`src/sv/assert_macros.svh`:
```
// Assertion macros shared by the RTL.
// Relies on signals named clk and rst in the module that uses them.
`ifndef ASSERT_MACROS_SVH
`define ASSERT_MACROS_SVH

// Checked outside reset.
`define LNDR_CHECK(lbl, prop, msg) \
  lbl: assert property (@(posedge clk) disable iff (rst) prop) else $error(msg);

// Checked at every edge, reset included.
`define LNDR_CHECK_ALL(lbl, prop, msg) \
  lbl: assert property (@(posedge clk) prop) else $error(msg);

`endif

```
`src/sv/lndr_pkg.sv`:
```
// Shared types and constants for the nondecreasing run tracker.
// No dependencies.
package lndr_pkg;

  localparam int OUT_W = 16;
  localparam logic [OUT_W-1:0] OUT_MAX = '1;

  // Control for the shared max unit.
  typedef struct packed {
    logic clr;  // restart the running peak at zero
    logic acc;  // fold the RAM read data into the peak
  } max_ctl_t;

endpackage

```
`src/sv/lndr_ram.sv`:
```
// Generic single-write, single-read RAM with registered read data.
// No dependencies.
module lndr_ram #(
  parameter int WIDTH = 16,
  parameter int DEPTH = 256
) (
  input  logic                     clk,
  input  logic                     wr_en,
  input  logic [$clog2(DEPTH)-1:0] wr_addr,
  input  logic [WIDTH-1:0]         wr_data,
  input  logic                     rd_en,
  input  logic [$clog2(DEPTH)-1:0] rd_addr,
  output logic [WIDTH-1:0]         rd_data
);

  logic [WIDTH-1:0] mem [DEPTH];

  always_ff @(posedge clk) begin
    if (wr_en) begin
      mem[wr_addr] <= wr_data;
    end
    if (rd_en) begin
      rd_data <= mem[rd_addr];
    end
  end

endmodule

```
`src/sv/lndr_max_unit.sv`:
```
// Shared compare unit: running maximum over streamed table entries,
// plus the saturating increment of that maximum. Uses lndr_pkg.
module lndr_max_unit #(
  parameter int LEN_BITS = 16
) (
  input  logic                 clk,
  input  lndr_pkg::max_ctl_t   ctl,
  input  logic [LEN_BITS-1:0]  data,
  output logic [LEN_BITS-1:0]  peak,
  output logic [LEN_BITS-1:0]  fresh
);

  always_ff @(posedge clk) begin
    if (ctl.clr) begin
      peak <= '0;
    end else if (ctl.acc && (data > peak)) begin
      peak <= data;
    end
  end

  // saturate at all ones
  assign fresh = (&peak) ? peak : peak + LEN_BITS'(1);

endmodule

```
`src/sv/longest_nondecreasing_run_tracker_unit.sv`:
```
// Longest nondecreasing subsequence tracker: top level.
// Uses lndr_pkg, lndr_ram, lndr_max_unit and assert_macros.svh.
//
// Each input beat carries a value and a start flag; each produces one output
// beat with the longest nondecreasing subsequence length seen so far. A table
// in RAM holds, per value, the best length of a run ending in that value. For
// a value v (clamped to VALUES-1) the sequencer reads entries 0..v one per
// cycle through the single RAM read port into the shared max unit, then
// writes peak+1 (saturating) back to entry v and updates the running maximum.
// A normal beat runs from acceptance to the next possible acceptance through
// the scan state (v+1 reads), the drain state for the read latency, the
// write state and the idle state. A beat with start_req set sweeps the whole
// table to zero instead of scanning and always reports 1. After reset the
// same sweep runs before the first beat is taken. The output register holds
// a finished result while the next beat is accepted and worked on; the block
// only waits in its write state if the previous result has still not been
// taken. Lengths saturate at 2^LEN_BITS-1, and the longest port saturates
// at 65535.
module longest_nondecreasing_run_tracker_unit #(
  parameter int VALUES   = 256,
  parameter int LEN_BITS = 16
) (
  input  logic                      clk,
  input  logic                      rst,
  input  logic                      in_valid,
  output logic                      in_stall,
  input  logic [7:0]                value,
  input  logic                      start_req,
  output logic                      out_valid,
  input  logic                      out_stall,
  output logic [lndr_pkg::OUT_W-1:0] longest
);

  `include "assert_macros.svh"

  localparam int IDX_W = $clog2(VALUES);
  // wide enough for both the 8-bit value and the count VALUES itself
  localparam int WW    = (IDX_W + 1 > 8) ? IDX_W + 1 : 8;
  localparam logic [IDX_W-1:0] LAST = IDX_W'(VALUES - 1);

  typedef enum logic [2:0] {
    S_CLEAR,  // zero sweep over the table
    S_IDLE,   // ready for a beat
    S_SCAN,   // issue reads 0..idx
    S_DRAIN,  // last read data lands in the max unit
    S_WRITE   // write back, update maximum, load output
  } state_t;

  state_t              state;
  logic [IDX_W-1:0]    idx;
  logic [IDX_W-1:0]    cnt;
  logic                rd_vld;
  logic                from_start;   // sweep belongs to a start beat
  logic [LEN_BITS-1:0] overall_best;

  logic                  in_accept;
  logic                  out_free;
  logic                  out_load;
  logic [WW-1:0]         value_ext;
  logic [IDX_W-1:0]      idx_in;
  logic                  mem_wr;
  logic [IDX_W-1:0]      mem_waddr;
  logic [LEN_BITS-1:0]   mem_wdata;
  logic                  mem_rd;
  logic [LEN_BITS-1:0]   mem_rdata;
  logic [LEN_BITS-1:0]   peak;
  logic [LEN_BITS-1:0]   fresh;
  logic [LEN_BITS-1:0]   overall_best_next;
  logic [lndr_pkg::OUT_W-1:0] longest_next;
  lndr_pkg::max_ctl_t    max_ctl;

  assign in_stall  = (state != S_IDLE);
  assign in_accept = in_valid && !in_stall;
  assign out_free  = !out_valid || !out_stall;
  assign out_load  = (state == S_WRITE) && out_free;

  // out-of-range values use the last entry
  assign value_ext = WW'(value);
  assign idx_in    = (value_ext >= WW'(VALUES)) ? LAST : value_ext[IDX_W-1:0];

  // RAM port control
  assign mem_wr    = (state == S_CLEAR) || out_load;
  assign mem_waddr = (state == S_CLEAR) ? cnt : idx;
  assign mem_wdata = (state == S_CLEAR) ? '0 : fresh;
  assign mem_rd    = (state == S_SCAN);

  // peak restarts with every beat; read data is folded in the cycle after its read is issued
  assign max_ctl.clr = in_accept;
  assign max_ctl.acc = rd_vld;

  assign overall_best_next = (fresh > overall_best) ? fresh : overall_best;

  generate
    if (LEN_BITS > lndr_pkg::OUT_W) begin : g_sat
      assign longest_next = (|overall_best_next[LEN_BITS-1:lndr_pkg::OUT_W])
                          ? lndr_pkg::OUT_MAX
                          : overall_best_next[lndr_pkg::OUT_W-1:0];
    end else begin : g_ext
      assign longest_next = lndr_pkg::OUT_W'(overall_best_next);
    end
  endgenerate

  lndr_ram #(
    .WIDTH (LEN_BITS),
    .DEPTH (VALUES)
  ) u_table (
    .clk     (clk),
    .wr_en   (mem_wr),
    .wr_addr (mem_waddr),
    .wr_data (mem_wdata),
    .rd_en   (mem_rd),
    .rd_addr (cnt),
    .rd_data (mem_rdata)
  );

  lndr_max_unit #(
    .LEN_BITS (LEN_BITS)
  ) u_max (
    .clk   (clk),
    .ctl   (max_ctl),
    .data  (mem_rdata),
    .peak  (peak),
    .fresh (fresh)
  );

  always_ff @(posedge clk) begin
    if (rst) begin
      state        <= S_CLEAR;
      cnt          <= '0;
      rd_vld       <= 1'b0;
      from_start   <= 1'b0;
      overall_best <= '0;
      out_valid    <= 1'b0;
    end else begin
      rd_vld <= mem_rd;
      // a new result replaces the old one in the same cycle it is taken
      if (out_load) begin
        out_valid <= 1'b1;
      end else if (out_valid && !out_stall) begin
        out_valid <= 1'b0;
      end
      unique case (state)
        S_CLEAR: begin
          if (cnt == LAST) begin
            cnt   <= '0;
            state <= from_start ? S_WRITE : S_IDLE;
          end else begin
            cnt <= cnt + IDX_W'(1);
          end
        end
        S_IDLE: begin
          if (in_accept) begin
            idx        <= idx_in;
            cnt        <= '0;
            from_start <= start_req;
            if (start_req) begin
              overall_best <= '0;
              state        <= S_CLEAR;
            end else begin
              state <= S_SCAN;
            end
          end
        end
        S_SCAN: begin
          cnt <= cnt + IDX_W'(1);
          if (cnt == idx) begin
            state <= S_DRAIN;
          end
        end
        S_DRAIN: begin
          state <= S_WRITE;
        end
        S_WRITE: begin
          if (out_free) begin
            overall_best <= overall_best_next;
            longest      <= longest_next;
            cnt          <= '0;
            state        <= S_IDLE;
          end
        end
        default: begin
          state <= S_IDLE;
        end
      endcase
    end
  end

  // a beat is only taken when the sequencer is free, and work starts at once
  `LNDR_CHECK(a_accept_starts_work, in_accept |=> (state == S_SCAN || state == S_CLEAR), "beat accepted but sequencer did not start")
  // the running maximum only drops on a start beat
  `LNDR_CHECK(a_best_monotone, !(in_accept && start_req) |=> overall_best >= $past(overall_best), "running maximum decreased without start")
  // every reported length includes at least the current element
  `LNDR_CHECK(a_result_nonzero, out_valid |-> longest != '0, "zero length reported")
  // reset always begins with the table sweep and no pending result
  `LNDR_CHECK_ALL(a_reset_clear, rst |=> (state == S_CLEAR && !out_valid), "reset did not start the clearing sweep")

endmodule
```
`config.mk`:
```
export PLATFORM = sky130hd
export DESIGN_NAME = longest_nondecreasing_run_tracker_unit
export DESIGN_NICKNAME = d
export VERILOG_FILES = /design/src/sv/lndr_pkg.sv /design/src/sv/lndr_ram.sv /design/src/sv/lndr_max_unit.sv /design/src/sv/longest_nondecreasing_run_tracker_unit.sv
export VERILOG_INCLUDE_DIRS = /design/src /design/src/sv
export SDC_FILE = /design/constraint.sdc
export NUM_CORES = 2
export LEC_CHECK = 0
export BUFFER_PORTS_ARGS = -buffer_cell sky130_fd_sc_hd__buf_2
export CAP_MARGIN = 15
export CORE_MARGIN = 2
export CORE_UTILIZATION = 49
export DETAILED_ROUTE_END_ITERATION = 8
export SLEW_MARGIN = 20
export SYNTH_ARGS = -nofsm -noshare
export SYNTH_HDL_FRONTEND = slang
export SYNTH_SLANG_ARGS = --single-unit
```
`constraint.sdc`:
```
create_clock -name clk -period 12.65 [get_ports clk]
set_input_delay 2.53 -clock clk [delete_from_list [all_inputs] [get_ports clk]]
set_output_delay 2.53 -clock clk [all_outputs]
set_load 0.01 [all_outputs]
```
==> run summary <==
Slew @ Worst Pin -> 1280 ps
drt drc -> 0
CTS tree -> done
setup repair after global routing missed its margin -> false
I/O pin total -> 31
element type at the critical path start -> register
Mapped Nets -> 7537
fraction of layout cells with a size suffix above 1 -> 26.3%
EDFF count, synth -> 4136
Setup Total Neg Slack -> 0 ps
total wire length -> 462000 µm
critical path arrival -> 6430 ps
fmax -> 176 MHz
Overall Global Routing Usage -> 27.3%
TritonCTS Buffers -> 423
vias in the first global route -> 79900
Cell Area, Synth -> 162000 µm²
Port Buffer Count -> 30
Slew Limit Fails -> 0
commonest non-fill, non-tap cell in the layout -> edfxtp_1
syn avg cell area -> 21.7 µm²
DRT antenna net count -> 0
site row count -> 211
CORE AREA -> 330000 µm²
Die Wd -> 580 µm
crit path time final -> 5700 ps
Fill cells -> 24600
# H-tree levels -> 5
Seq/Total Area, Yosys -> 77.1%
Distinct cells, synth -> 78
clk_skew -> 43.6 ps
synth-to-layout area growth -> 12.4%
Mapped Cells -> 7490
CP required -> 13380 ps
Post-CTS Setup Inserts -> 0
most common flop cell mapped by yosys -> edfxtp_1
total number of vias -> 81600
max-cap viol count -> 0
largest net degree at the start of global routing -> 195
Post-synth ARST share -> 0%
Min-Delay Path Class -> reg -> reg
clock root cell -> clkbuf_16
kind of critical path -> reg -> reg
post-DR wirelength/cell -> 36.7 µm
CP endpoint kind -> register
Initial DRT Pass Iterations -> 6
fin worst setup slack -> 6950 ps
deepest clock path buffer count -> 4
Max-slew headroom -> 14.0%
Num Clock Sinks -> 4182
CP Max Fanout -> 76
number of synthesized register bits -> 4182
number of setup violations in the final report -> 0
Post-CTS Hold Fix Bufs -> 0
maximum vdd drop -> 0.129 mV
Yosys warning count -> 0
Die Ht -> 580 µm
status -> finished, final reports clean
Setup Slack @ Placement -> 6670 ps
DR iter-0 viols -> 11800
GPL Wtd Cong -> 0.917
die area -> 336000 µm²
nets -> 7898
post_cts resized -> 0
Starting Density -> 49.2%
GRT overflow -> 0
Lkg Pwr -> 54.9 nW
crit share post-route -> 45.0%
Hold Vio Cnt, Final -> 0
CTS clk-pin slew, worst paths -> 60 ps
vias per std cell -> 6.49
Cell Pwr Density -> 160 nW/µm²
most frequent cells in the layout -> edfxtp_1, mux4_2, clkbuf_16
HPWL Detailed -> 270000 µm
initial antenna violation count -> 20
global-route wire length before repair -> 640000 µm
Clock Latency Late Sink -> 980 ps
==> path summary, 6_finish.rpt <==
path,from,depth (start not counted),endpoint,slack (ps)
max reg2reg,cnt[0],9,u_table.rd_data[15],6950
min reg2reg,overall_best[7],1,overall_best[7],480
max,cnt[0],9,u_table.rd_data[15],6950
min,overall_best[7],1,overall_best[7],480
==> layout make-up <==
cell class	count	area [µm²]	share of cell area, %
diodes	13	32.5	0.0178
clock buffers	522	11000	6.05
clock inverters	251	2770	1.52
inverters	43	174	0.0953
multi-input cells	2835	35000	19.2
flip-flops and latches	4182	125000	68.5
well taps	4366	5460	2.99
repair buffers	366	2960	1.62
==> state kept, by name, indices dropped and copies added (netlist names) <==
name and count:
rd_vld 1, u_table.rd_data 16, idx 8, u_table.mem 4096, state 3, u_max.peak 16
cnt 8, from_start 1, out_valid 1, longest 16, overall_best 16
==> metrics by stage <==
stage | std cells | area [µm²] | hold WS (ps) | util (%) | power [W]
final | 12600 | 183000 | 478 | 55.3 | 0.0293
after detailed placement | 11800 | 169000 | 467 | 51.1 | 0.0170
after global routing | 12600 | 183000 | 499 | 55.3 | 0.0300
after global placement | 11800 | 169000 | 462 | 51.1 | 0.0170
after floorplan | 7490 | 162000 | 449 | - | 0.0164
after CTS | 12600 | 182000 | 483 | 55.3 | 0.0294
==> synth_stat cells, drive strengths merged (22+ instances only) <==
| cell type | number | share of area [%] |
|---|---|---|
| a21oi | 158 | 0.49 |
| inv | 42 | 0.097 |
| mux4 | 1004 | 14 |
| and2 | 26 | 0.10 |
| clkbuf | 154 | 0.36 |
| a22oi | 68 | 0.31 |
| a221oi | 81 | 0.44 |
| ha | 34 | 0.26 |
| a211oi | 30 | 0.14 |
| nor2 | 370 | 0.86 |
| dfxtp | 46 | 0.57 |
| nand2 | 233 | 0.54 |
| o221ai | 30 | 0.16 |
| a31oi | 22 | 0.085 |
| o22ai | 38 | 0.15 |
| o21ai | 109 | 0.34 |
| nand3 | 39 | 0.12 |
| mux2i | 327 | 2.0 |
| edfxtp | 4136 | 76 |
| buf | 276 | 1.3 |
==> routing by layer <==
| layer | routed length (µm) | vias to the layer above | GRT usage, % | part of all wire [%] |
|---|---|---|---|---|
| li1 | - | 32300 | - | - |
| met3 | 50900 | 767 | 7.01 | 11 |
| met1 | 181000 | 44000 | 39.0 | 39 |
| met5 | 21 | - | 0 | 0.0045 |
| met4 | 18500 | 4 | 9.72 | 4.0 |
| met2 | 211000 | 4538 | 40.9 | 46 |
==> critical path: stages (launching register included) <==
cell	delay, ps
dfxtp_4	710
buf_12	530
buf_4	610
buf_4	760
mux4_2	610
mux4_2	480
o22ai_1	590
o221ai_1	440
nor2b_1	260
a32o_1	220
==> logic make-up (layout without fill, tap and decap cells) <==
logic type / after synthesis / in the layout / synth area share, %
DFF: 4182 / 4182 / 77.1
muxes: 1337 / 1337 / 16.0
and+or+nand+nor: 763 / 763 / 1.98
AOI/OAI and AO/OA: 676 / 676 / 2.85
buffers and inverters: 473 / 1182 / 1.72
adders and majority gates: 34 / 34 / 0.262
xor gates and xnor gates: 25 / 25 / 0.135
other: 0 / 13 / 0
==> power breakdown <==
part / internal, W / leakage [nW] / switching (W)
Sequential: 0.0150 / 36.0 / 0.0000314
Combinational: 0.000663 / 12.2 / 0.000999
Clock: 0.00721 / 6.71 / 0.00532
Power figures use the tool's default switching activity.
